--- src/sv/op_token_stream_with_repeat_count_defines.svh ---
// assertion helpers shared by the rtl files
`ifndef OP_TOKEN_STREAM_WITH_REPEAT_COUNT_DEFINES_SVH
`define OP_TOKEN_STREAM_WITH_REPEAT_COUNT_DEFINES_SVH

// same-cycle implication, off while reset is held
`define OTSRC_ASSERT_NOW(label, clk, rst_n, ante, cons, msg) \
    label: assert property (@(posedge clk) disable iff (!rst_n) (ante) |-> (cons)) \
        else $error(msg);

// next-cycle implication, off while reset is held
`define OTSRC_ASSERT_NEXT(label, clk, rst_n, ante, cons, msg) \
    label: assert property (@(posedge clk) disable iff (!rst_n) (ante) |=> (cons)) \
        else $error(msg);

`endif

--- src/sv/otsrc_pkg.sv ---
package otsrc_pkg;

    localparam int KIND_W  = 4;
    localparam int COUNT_W = 17;

    // op codes
    localparam logic [KIND_W-1:0] KIND_INC   = 4'd0;
    localparam logic [KIND_W-1:0] KIND_DEC   = 4'd1;
    localparam logic [KIND_W-1:0] KIND_LEFT  = 4'd2;
    localparam logic [KIND_W-1:0] KIND_RIGHT = 4'd3;
    localparam logic [KIND_W-1:0] KIND_WAIT  = 4'd4;
    localparam logic [KIND_W-1:0] KIND_LOOP  = 4'd5;
    localparam logic [KIND_W-1:0] KIND_LEND  = 4'd6;
    localparam logic [KIND_W-1:0] KIND_RPT   = 4'd7;
    localparam logic [KIND_W-1:0] KIND_CLOSE = 4'd8;
    localparam logic [KIND_W-1:0] KIND_BOPEN = 4'd9;
    localparam logic [KIND_W-1:0] KIND_BEND  = 4'd10;
    localparam logic [KIND_W-1:0] KIND_DONE  = 4'd11;

    // character codes
    localparam logic [7:0] CH_PLUS   = 8'h2B;
    localparam logic [7:0] CH_MINUS  = 8'h2D;
    localparam logic [7:0] CH_LT     = 8'h3C;
    localparam logic [7:0] CH_GT     = 8'h3E;
    localparam logic [7:0] CH_DOT    = 8'h2E;
    localparam logic [7:0] CH_COMMA  = 8'h2C;
    localparam logic [7:0] CH_LBRK   = 8'h5B;
    localparam logic [7:0] CH_RBRK   = 8'h5D;
    localparam logic [7:0] CH_LPAR   = 8'h28;
    localparam logic [7:0] CH_RPAR   = 8'h29;
    localparam logic [7:0] CH_LBRC   = 8'h7B;
    localparam logic [7:0] CH_RBRC   = 8'h7D;
    localparam logic [7:0] CH_STAR   = 8'h2A;
    localparam logic [7:0] CH_PCT    = 8'h25;
    localparam logic [7:0] CH_ZERO   = 8'h30;
    localparam logic [7:0] CH_NINE   = 8'h39;

    typedef struct packed {
        logic [KIND_W-1:0]  kind;
        logic [COUNT_W-1:0] count;
        logic               last;
    } t_result;

    typedef struct packed {
        logic              hit;
        logic [KIND_W-1:0] kind;
    } t_cmd;

    // scanner to queue: 0..2 results of one request
    typedef struct packed {
        logic [1:0] n;
        t_result    res0;
        t_result    res1;
    } t_scan_out;

    function automatic logic f_is_digit(input logic [7:0] b);
        return b inside {[CH_ZERO:CH_NINE]};
    endfunction

    function automatic logic f_is_stopper(input logic [7:0] b);
        return (b inside {CH_PLUS, CH_MINUS, CH_LT, CH_GT, CH_DOT, CH_COMMA,
                          CH_LBRK, CH_RBRK, CH_LPAR, CH_RPAR, CH_LBRC, CH_RBRC,
                          CH_STAR, CH_PCT}) || f_is_digit(b);
    endfunction

    // commands that map straight to a token (close paren is not one)
    function automatic t_cmd f_cmd(input logic [7:0] b);
        t_cmd c;
        c.hit  = 1'b1;
        c.kind = KIND_INC;
        case (b)
            CH_PLUS:  c.kind = KIND_INC;
            CH_MINUS: c.kind = KIND_DEC;
            CH_LT:    c.kind = KIND_LEFT;
            CH_GT:    c.kind = KIND_RIGHT;
            CH_DOT:   c.kind = KIND_WAIT;
            CH_LBRK:  c.kind = KIND_LOOP;
            CH_RBRK:  c.kind = KIND_LEND;
            CH_LPAR:  c.kind = KIND_RPT;
            CH_LBRC:  c.kind = KIND_BOPEN;
            CH_RBRC:  c.kind = KIND_BEND;
            default:  c.hit  = 1'b0;
        endcase
        return c;
    endfunction

endpackage

--- src/sv/otsrc_scan.sv ---
`include "op_token_stream_with_repeat_count_defines.svh"

module otsrc_scan #(
    parameter int MAX_COUNT = 100000
) (
    input  logic                i_clk,
    input  logic                i_rst_n,
    input  logic                i_fire,
    input  logic [7:0]          i_text_byte,
    input  logic                i_end_of_text,
    output otsrc_pkg::t_scan_out o_scan
);
    import otsrc_pkg::*;

    localparam int CW = $clog2(MAX_COUNT + 1);
    localparam int VW = CW + 4;
    localparam logic [CW-1:0] MAX_C = CW'(MAX_COUNT);
    localparam logic [VW-1:0] MAX_V = VW'(MAX_COUNT);

    localparam logic [1:0] MODE_IDLE   = 2'd0;
    localparam logic [1:0] MODE_CLOSE  = 2'd1;
    localparam logic [1:0] MODE_STAR   = 2'd2;
    localparam logic [1:0] MODE_DIGITS = 2'd3;

    logic [1:0]    r_mode, n_mode;
    logic [CW-1:0] r_acc, n_acc;
    logic          r_neg, n_neg;

    t_cmd          cmd;
    logic          is_dig, is_stop;
    logic [VW-1:0] v_next;
    logic          over;
    logic [CW-1:0] fin_cnt;
    logic          pre_v, run_idle, post_v, post_done;
    logic [CW-1:0] pre_cnt;
    logic [KIND_W-1:0] post_kind;
    t_result       pre_res, post_res;

    always_comb begin
        cmd     = f_cmd(i_text_byte);
        is_dig  = f_is_digit(i_text_byte);
        is_stop = f_is_stopper(i_text_byte);
        // acc * 10 + digit while in digits, just the digit right after the star
        if (r_mode == MODE_DIGITS) begin
            v_next = (VW'(r_acc) << 3) + (VW'(r_acc) << 1) + VW'(i_text_byte[3:0]);
        end else begin
            v_next = VW'(i_text_byte[3:0]);
        end
        over    = v_next > MAX_V;
        fin_cnt = (r_neg && (r_acc != '0)) ? MAX_C : r_acc;

        n_mode    = r_mode;
        n_acc     = r_acc;
        n_neg     = r_neg;
        pre_v     = 1'b0;
        pre_cnt   = '0;
        run_idle  = 1'b0;
        post_done = 1'b0;

        if (i_end_of_text) begin
            pre_v     = r_mode != MODE_IDLE;
            pre_cnt   = (r_mode == MODE_DIGITS) ? fin_cnt : '0;
            post_done = 1'b1;
            n_mode    = MODE_IDLE;
            n_acc     = '0;
            n_neg     = 1'b0;
        end else begin
            case (r_mode)
                MODE_CLOSE: begin
                    if (i_text_byte == CH_STAR || i_text_byte == CH_PCT) begin
                        n_mode = MODE_STAR;
                    end else if (is_stop) begin
                        pre_v    = 1'b1;
                        run_idle = 1'b1;
                    end
                end
                MODE_STAR: begin
                    if (i_text_byte == CH_MINUS) begin
                        n_mode = MODE_DIGITS;
                        n_neg  = 1'b1;
                        n_acc  = '0;
                    end else if (is_dig) begin
                        if (over) begin
                            pre_v   = 1'b1;
                            pre_cnt = MAX_C;
                            n_mode  = MODE_IDLE;
                            n_acc   = '0;
                            n_neg   = 1'b0;
                        end else begin
                            n_mode = MODE_DIGITS;
                            n_neg  = 1'b0;
                            n_acc  = v_next[CW-1:0];
                        end
                    end else if (is_stop) begin
                        pre_v    = 1'b1;
                        run_idle = 1'b1;
                    end
                end
                MODE_DIGITS: begin
                    if (is_dig) begin
                        if (over) begin
                            pre_v   = 1'b1;
                            pre_cnt = MAX_C;
                            n_mode  = MODE_IDLE;
                            n_acc   = '0;
                            n_neg   = 1'b0;
                        end else begin
                            n_acc = v_next[CW-1:0];
                        end
                    end else begin
                        pre_v    = 1'b1;
                        pre_cnt  = fin_cnt;
                        run_idle = 1'b1;
                    end
                end
                default: begin
                    run_idle = 1'b1;
                end
            endcase
        end

        // byte handled as in idle after any flushed close
        post_kind = post_done ? KIND_DONE : cmd.kind;
        post_v    = post_done || (run_idle && cmd.hit);
        if (run_idle) begin
            n_mode = MODE_IDLE;
            n_acc  = '0;
            n_neg  = 1'b0;
            if (i_text_byte == CH_RPAR) begin
                n_mode = MODE_CLOSE;
            end
        end

        pre_res.kind   = KIND_CLOSE;
        pre_res.count  = COUNT_W'(pre_cnt);
        pre_res.last   = !post_v;
        post_res.kind  = post_kind;
        post_res.count = '0;
        post_res.last  = 1'b1;

        o_scan.n    = 2'(pre_v) + 2'(post_v);
        o_scan.res0 = pre_v ? pre_res : post_res;
        o_scan.res1 = post_res;
    end

    always_ff @(posedge i_clk) begin
        if (!i_rst_n) begin
            r_mode <= MODE_IDLE;
            r_acc  <= '0;
            r_neg  <= 1'b0;
        end else if (i_fire) begin
            r_mode <= n_mode;
            r_acc  <= n_acc;
            r_neg  <= n_neg;
        end
    end

    `OTSRC_ASSERT_NEXT(a_end_clears, i_clk, i_rst_n, i_fire && i_end_of_text, r_mode == MODE_IDLE && r_acc == '0 && !r_neg, "end of text did not clear scan state")
    `OTSRC_ASSERT_NOW(a_pair_is_close, i_clk, i_rst_n, i_fire && o_scan.n == 2'd2, o_scan.res0.kind == KIND_CLOSE && !o_scan.res0.last, "two results without leading close")
    `OTSRC_ASSERT_NOW(a_acc_bound, i_clk, i_rst_n, 1'b1, r_acc <= MAX_C, "count accumulator above limit")

endmodule

--- src/sv/otsrc_outq.sv ---
`include "op_token_stream_with_repeat_count_defines.svh"

module otsrc_outq (
    input  logic                 i_clk,
    input  logic                 i_rst_n,
    input  logic                 i_push,
    input  otsrc_pkg::t_scan_out i_scan,
    output logic                 o_room,
    output logic                 o_valid,
    input  logic                 i_stall,
    output otsrc_pkg::t_result   o_res
);
    import otsrc_pkg::*;

    localparam int DEPTH = 4;
    localparam int PW    = $clog2(DEPTH);
    localparam int CNTW  = PW + 1;

    t_result         r_mem [DEPTH];
    logic [PW-1:0]   r_head, r_tail;
    logic [CNTW-1:0] r_count;
    logic [1:0]      push_n;
    logic            pop;

    assign push_n  = i_push ? i_scan.n : 2'd0;
    assign pop     = o_valid && !i_stall;
    assign o_valid = r_count != '0;
    // room only while two free slots are left for the worst request
    assign o_room  = r_count <= CNTW'(DEPTH - 2);
    assign o_res   = r_mem[r_head];

    always_ff @(posedge i_clk) begin
        if (push_n != 2'd0) begin
            r_mem[r_tail] <= i_scan.res0;
        end
        if (push_n == 2'd2) begin
            r_mem[r_tail + PW'(1)] <= i_scan.res1;
        end
    end

    always_ff @(posedge i_clk) begin
        if (!i_rst_n) begin
            r_head  <= '0;
            r_tail  <= '0;
            r_count <= '0;
        end else begin
            r_tail  <= r_tail + PW'(push_n);
            r_head  <= r_head + PW'(pop);
            r_count <= r_count + CNTW'(push_n) - CNTW'(pop);
        end
    end

    `OTSRC_ASSERT_NOW(a_count_bound, i_clk, i_rst_n, 1'b1, r_count <= CNTW'(DEPTH), "queue count above depth")
    `OTSRC_ASSERT_NOW(a_push_room, i_clk, i_rst_n, push_n != 2'd0, r_count <= CNTW'(DEPTH - 2), "push without room")
    `OTSRC_ASSERT_NEXT(a_count_track, i_clk, i_rst_n, i_rst_n, r_count == CNTW'($past(r_count) + CNTW'($past(push_n)) - CNTW'($past(pop))), "queue count lost track")

endmodule

--- src/sv/op_token_stream_with_repeat_count.sv ---
// channel  | dir | handshake          | payload
// ---------+-----+--------------------+----------------------------------------------
// text     | in  | i_valid / o_stall  | i_text_byte, i_end_of_text
// token    | out | o_valid / i_stall  | o_op_kind, o_repeat_count, o_last_of_run
//
// one request per cycle while o_stall is low; each is held in the input register,
// then goes to the queue, and its tokens reach the port from the queue
// a request makes zero, one or two tokens; the port drains one per cycle unless i_stall,
// so the single read port of the result queue sets the sustained rate
// synchronous active-low reset returns the scanner to idle and empties the queue
// o_stall rises only while the held request waits for two free queue slots

module op_token_stream_with_repeat_count #(
    parameter int MAX_COUNT = 100000
) (
    input  logic        i_clk,
    input  logic        i_rst_n,
    // text requests
    input  logic        i_valid,
    output logic        o_stall,
    input  logic [7:0]  i_text_byte,
    input  logic        i_end_of_text,
    // tokens
    output logic        o_valid,
    input  logic        i_stall,
    output logic [3:0]  o_op_kind,
    output logic [16:0] o_repeat_count,
    output logic        o_last_of_run
);
    import otsrc_pkg::*;

    // input register
    logic       r_in_valid, n_in_valid;
    logic [7:0] r_in_byte;
    logic       r_in_end;

    logic       accept;
    logic       fire;
    logic       room;
    t_scan_out  scan;
    t_result    head_res;

    // held request moves into the queue once two slots are free
    assign fire    = r_in_valid && room;
    assign o_stall = r_in_valid && !room;
    assign accept  = i_valid && !o_stall;

    always_comb begin
        n_in_valid = r_in_valid;
        if (accept) begin
            n_in_valid = 1'b1;
        end else if (fire) begin
            n_in_valid = 1'b0;
        end
    end

    always_ff @(posedge i_clk) begin
        if (!i_rst_n) begin
            r_in_valid <= 1'b0;
        end else begin
            r_in_valid <= n_in_valid;
        end
    end

    // payload needs no reset
    always_ff @(posedge i_clk) begin
        if (accept) begin
            r_in_byte <= i_text_byte;
            r_in_end  <= i_end_of_text;
        end
    end

    // close-scan state machine and token forming
    otsrc_scan #(
        .MAX_COUNT (MAX_COUNT)
    ) u_scan (
        .i_clk         (i_clk),
        .i_rst_n       (i_rst_n),
        .i_fire        (fire),
        .i_text_byte   (r_in_byte),
        .i_end_of_text (r_in_end),
        .o_scan        (scan)
    );

    // result queue, also the output register
    otsrc_outq u_outq (
        .i_clk   (i_clk),
        .i_rst_n (i_rst_n),
        .i_push  (fire),
        .i_scan  (scan),
        .o_room  (room),
        .o_valid (o_valid),
        .i_stall (i_stall),
        .o_res   (head_res)
    );

    assign o_op_kind      = head_res.kind;
    assign o_repeat_count = head_res.count;
    assign o_last_of_run  = head_res.last;

endmodule
--- config.mk ---
export PLATFORM = sky130hd
export DESIGN_NAME = op_token_stream_with_repeat_count
export DESIGN_NICKNAME = d
export VERILOG_FILES = /design/src/sv/otsrc_pkg.sv /design/src/sv/otsrc_scan.sv /design/src/sv/otsrc_outq.sv /design/src/sv/op_token_stream_with_repeat_count.sv
export VERILOG_INCLUDE_DIRS = /design/src /design/src/sv
export SDC_FILE = /design/constraint.sdc
export NUM_CORES = 1
export LEC_CHECK = 0
export BUFFER_PORTS_ARGS = -buffer_cell sky130_fd_sc_hd__clkbuf_2
export CORE_ASPECT_RATIO = 1.75
export CORE_MARGIN = 5
export CORE_UTILIZATION = 56
export CTS_CLUSTER_DIAMETER = 150
export DETAILED_ROUTE_END_ITERATION = 8
export PLACE_DENSITY = 0.77
export SLEW_MARGIN = 20
export SYNTH_ARGS = -nofsm -noshare
export SYNTH_HDL_FRONTEND = slang
export SYNTH_SLANG_ARGS = --single-unit
export TNS_END_PERCENT = 1
--- constraint.sdc ---
create_clock -name i_clk -period 5.8 [get_ports i_clk]
set_input_delay 0.58 -clock i_clk [delete_from_list [all_inputs] [get_ports i_clk]]
set_output_delay 0.58 -clock i_clk [all_outputs]
set_load 0.005 [all_outputs]
Yosys cells after proc, flatten, opt, wreduce, memory -nomap -nowiden
Memory sizes are Yosys's and may differ from the RTL's. A register that Yosys moved wholly into a read port is not among the register bits.
Cells that the tools add are included.
Cells by class
  eq/ne operators: 22
  add/subtract/negate cells: 8
  multiplexer cells: 58
  reductions and logical operators: 26
  magnitude comparators: 4
Operator list (count)
  $mux 17: 12
  $eq 8x6->1 const B: 10
  $pmux 17 s2: 2
  $pmux 4 s9: 1
  $eq 8x7->1 const B: 4
  $mux 1: 26
  $mux 22: 1
  $add 20x18->21: 1
  $add 21x4->21: 1
  $gt 21x17->1 const B: 1
  $mux 21: 1
  $mux 2: 10
  $reduce_bool 17->1: 1
  $reduce_bool 14->1: 1
  $ne 4x2->1 const B: 3
  $reduce_or 10->1: 1
  $ge 8x6->1 const B: 1
  $le 8x6->1 const B: 1
  $logic_and 1x1->1: 7
  $eq 2x2->1 const B: 3
  $pmux 1 s3: 2
  $pmux 2 s3: 1
  $reduce_and 6->1: 1
  $reduce_bool 2->1: 3
  18 further kinds: 23
Storage, ports and cells
  RAM bits: 88
  output and inout port bits: 24
  bits of input ports: 13
  logic and storage cells: 128
  flip-flop bits (word level): 37
  memories kept: 1
Memory list
  u_outq.r_mem: depth 4, bits a word 22, read ports 1, clocked after memory_dff 1, wr ports 2, RTL line otsrc_outq.sv:19  | t_result r_mem [DEPTH];

Longest topological paths before layout
  depth in word-level cells: 15
  depth in mapped cells: 25
  depth with buffers taken out: 21

Hierarchy
From an unflattened synthesis, not the netlist that was laid out.
Second synthesis, totals
  cell total of the unflattened synthesis: 683
  area total of the unflattened synthesis: 7960.1 um^2
Modules (own cells, without submodules)
  otsrc_outq: area each 4673.2 um^2, seq. area each 2782.7 um^2, cells each 269, times used 1
  otsrc_scan: area each 2962.8 um^2, seq. area each 400.4 um^2, cells each 400, times used 1
  op_token_stream_with_repeat_count: area each 324.1 um^2, seq. area each 290.3 um^2, cells each 14, times used 1

Least setup slack after synthesis
Ideal clock, no wire load.
  path kind: register -> register
  start: register r_in_byte[3]
  end: memory u_outq.r_mem[0][21] (netlist name), data pin
  period minus slack after synthesis: 5883 ps
  slack: -83 ps
  setup time: 257 ps
  data arrival time: 5626 ps
  required time: 5543 ps
  path buffers: 3
  stages on the path, launching flop included: 22
  cells stage by stage: edfxtp_1 clkbuf_1 inv_1 fa_1 fa_1 nor2b_1 o2111ai_1 a211oi_2 or3_1 o2111ai_1 a2111o_1 and2_4 a2111o_1 buf_6 buf_8 and2_1 ha_1 o21ai_1 nor3_1 a31oi_1 inv_1 a32o_1
RTL lines
  from (decl): RTL line op_token_stream_with_repeat_count.sv:34  | logic [7:0] r_in_byte;
  from (signal assigned): RTL line op_token_stream_with_repeat_count.sv:68  | r_in_byte <= i_text_byte;
  to (decl): RTL line otsrc_outq.sv:19

==> results by group <==
STA
  • Finish-stage setup viols: 0
  • Final worst-path cycle share: 95.1%
  • Min Tclk post-route: 5.51 ns
  • Clock Skews: 0.0107 ns
  • Total negative slack: 0 ns
  • Pins over their slew limit: 0
  • Fmax: 181 MHz
  • Fin worst setup slack: 0.286 ns
  • RSZ-0062 raised after global routing: false
  • Worst hold margin: 0.341 ns
  • Hold Fails Final Rpt: 0
  • Actual slew at the worst max-slew pin: 0.845 ns
  • Slew margin rel.: 43.4%

Yosys
  • Ys flop type: dfxtp_1
  • Post-synth EDFFs: 25
  • Sequential area share after synthesis: 40.6%
  • Syn_nets: 717
  • Yosys warns: 0
  • Top cells by area, synth: dfxtp_1 (30%), edfxtp_1 (11%), a22o_1 (9.3%)
  • Post-synthesis cell type count: 70
  • Most area-hungry cell type in the Yosys netlist: dfxtp_1
  • Synth Area per Inst: 10.3 µm²
  • Async S/R FF share, synth: 0%
  • Post-synthesis sequential element count: 125
  • Synthesized area: 6780 µm²
  • Synth top area share: 29.5%
  • Cells after synthesis: 661

Clock network
  • CTS Buffer Depth: 2
  • Hold_buf cts: 0
  • Clock transition at path regs: 0.06 ns
  • CTS tree: built
  • Clk sinks: 125
  • Number of buffers created by CTS: 17
  • Worst-Skew Late Latency: 0.41 ns
  • Resize count post-CTS: 0
  • Clock root cell: clkbuf_16
  • H-Tree Depth: 4
  • Post-CTS Setup Inserts: 0

Final layout
  • Multi-input gate area: 3830 µm²
  • Antenna Cells: 0
  • Layout Nets: 752
  • Share of layout cells above drive strength 1: 19.2%
  • Most frequent cells in the layout: dfxtp_1 (99), a22o_1 (72), nand2_1 (50)
  • Non-filler cells, final: 846
  • Register Area: 2750 µm²
  • Layout area overhead: 13.7%
  • Number of fill cells: 957
  • Most common cell after layout, fill and taps aside: dfxtp_1

Detailed routing
  • Routed vias/inst: 6.72
  • Routed Antenna Nets: 0
  • Final WL: 17.7 mm
  • Vias: 5683
  • Detailed Route Iter0 Violations: 414
  • Drt drc: 0
  • First-pass DRT Iterations: 5
  • Avg WL per Cell: 21.0 µm

Global route
  • Vias in the first global route: 5801
  • Grt met3 use: 4.01%
  • Global-route wire length before repair: 28.9 mm
  • Initial antenna violation count: 0
  • Met1 Use GR: 27.8%
  • All-Layer GR Usage: 25.3%
  • Global route total overflow: 0
  • Largest net degree at the start of global routing: 24
  • Met2 usage: 47.2%
  • Most used routing layer: met2

Die
  • IO Pins: 37
  • Die H: 156 µm
  • Die Area: 14500 µm²
  • Starting Density: 56.8%
  • Row cnt: 53
  • Die width: 93.2 µm
  • Core area: 11900 µm²

Power and ir drop
  • Pwr per Cell Area: 289 nW/µm²
  • Clock power share: 45.0%
  • Gate power share: 12.9%
  • Power Total: 2.23 mW
  • Peak supply drop: 0.000173 V
  • Flop pwr share: 42.2%
  • Switching Share: 25.3%
  • P_sw: 0.563 mW
  • Internal power: 1.66 mW
  • Static leakage power: 3.12 nW

Placed design
  • Post-placement cell count: 814
  • Worst slack, placed: 0.233 ns
  • DP HPWL: 12.8 mm
  • IO buf count: 36
  • GP Congestion: 0.976

Worst setup path
  • Setup Crit Path Kind: flop to flop
  • CP Buf/Inv Count: 2
  • Worst reg2reg setup slack: 0.29 ns
  • WP data arrival: 5.74 ns
  • Top delay family on crit path: compound AO/OA/AOI/OAI gates
  • Critical path required time: 6.02 ns
  • Crit path max fanout: 18
  • CP max stage delay: 0.53 ns
  • Slowest cell on the critical path: fa_1
  • Crit start category: flop
  • CP Cell Sequence: inv_1 -> fa_1 -> fa_1 -> nor2b_1 -> o2111ai_1 -> a211oi_2 -> or3_1 -> o2111ai_1 -> a2111o_1 -> and2_4 -> a2111o_1 -> and2_1 -> ha_1 -> o21ai_2 -> or3b_2 -> and2_1 -> buf_4 -> a311oi_1
  • CP Capture Type: flop

Run
  • Max_cap viols: 0

Outcome
  • Status: completed

Hold path
  • Hold Crit Class: input pin to flop
[worst reg2reg max path: stages, from the launching register on]
cell       delay (ns)
edfxtp_1         0.34
inv_1            0.08
fa_1             0.53
fa_1             0.48
nor2b_1          0.23
o2111ai_1        0.21
a211oi_2         0.38
or3_1            0.18
o2111ai_1        0.10
a2111o_1         0.42
and2_4           0.17
a2111o_1         0.42
and2_1           0.17
ha_1             0.33
o21ai_2          0.13
or3b_2           0.50
and2_1           0.20
buf_4            0.21
a311oi_1         0.26
[layout make-up]
class	count	area share, %
Inverter	18	0.877
Tap cell	137	2.22
Clock buffer	24	6.67
Timing Repair Buffer	54	4.09
Clock inverter	8	0.714
Multi-Input combinational cell	480	49.7
Sequential cell	125	35.7
[power groups by stage]
| stage | clock network, mW | logic [mW] | registers [mW] |
|---|---|---|---|
| 6_report | 1.00 | 0.287 | 0.939 |
| 5_1_grt | 1.05 | 0.316 | 0.942 |
| 3_3_place_gp | 0 | 0.277 | 0.954 |
| 3_5_place_dp | 0 | 0.287 | 0.956 |
| 4_1_cts | 1.01 | 0.289 | 0.938 |
| 2_1_floorplan | 0 | 0.211 | 0.950 |
[metal layers]
layer / up-vias / part of all wire, % / wire (µm)
met5: - / 0 / 0
met4: 0 / 3.6 / 647
met3: 58 / 4.3 / 760
met2: 214 / 54 / 9550
met1: 2787 / 38 / 6790
li1: 2624 / - / -
[cells by family (layout without fill, tap and decap cells)]
group                      Yosys count  after routing  synth area share [%]
buffers and inverters               56            104                  3.40
and+or+nand+nor                    197            197                  15.1
xor gates and xnor gates            15             15                  1.94
AOI/OAI and AO/OA                  198            198                  22.7
adders and majority gates           43             43                  8.27
muxes                               27             27                  8.05
DFF                                125            125                  40.6
[registers in the layout, indices dropped and copies added, names as in the netlist]
| name | flops |
|---|---|
| r_in_byte | 8 |
| r_in_end | 1 |
| r_in_valid | 1 |
| u_outq.r_count | 3 |
| u_outq.r_head | 2 |
| u_outq.r_mem | 88 |
| u_outq.r_tail | 2 |
| u_scan.r_acc | 17 |
| u_scan.r_mode | 2 |
| u_scan.r_neg | 1 |
[worst paths after layout]
path	from	endpoint	cells past startpoint
max	r_in_byte[3]	u_outq.r_mem[2][20]	18
min	i_text_byte[6]	r_in_byte[6]	1
max reg2reg	r_in_byte[3]	u_outq.r_mem[2][20]	18
min reg2reg	u_outq.r_mem[3][16]	u_outq.r_mem[3][16]	1
[stage by stage]
step / instance area, µm² / utilization, %
6_report: 7710 / 64.6
2_1_floorplan: 6780 / -
3_5_place_dp: 7110 / 59.5
5_1_grt: 7710 / 64.6
3_3_place_gp: 7110 / 59.5
4_1_cts: 7680 / 64.3
[Yosys cell counts, types with 5 or more instances]
master	count
xnor2_1	10
nand3_1	14
or3_1	6
a32o_1	12
nand2b_1	9
nor4_1	6
dfxtp_1	100
a21o_1	5
ha_1	40
a21oi_1	28
nand4_1	5
or2_2	10
mux2i_1	5
clkbuf_1	28
a22o_1	72
buf_1	7
a31oi_1	10
mux4_2	22
nor2_1	41
nor2b_1	7
o21ai_0	27
inv_1	17
xor2_1	5
nor3_1	13
edfxtp_1	25
and2_1	12
nor3b_1	5
nand2_1	50
No activity file was read; power rests on OpenSTA's default activity.
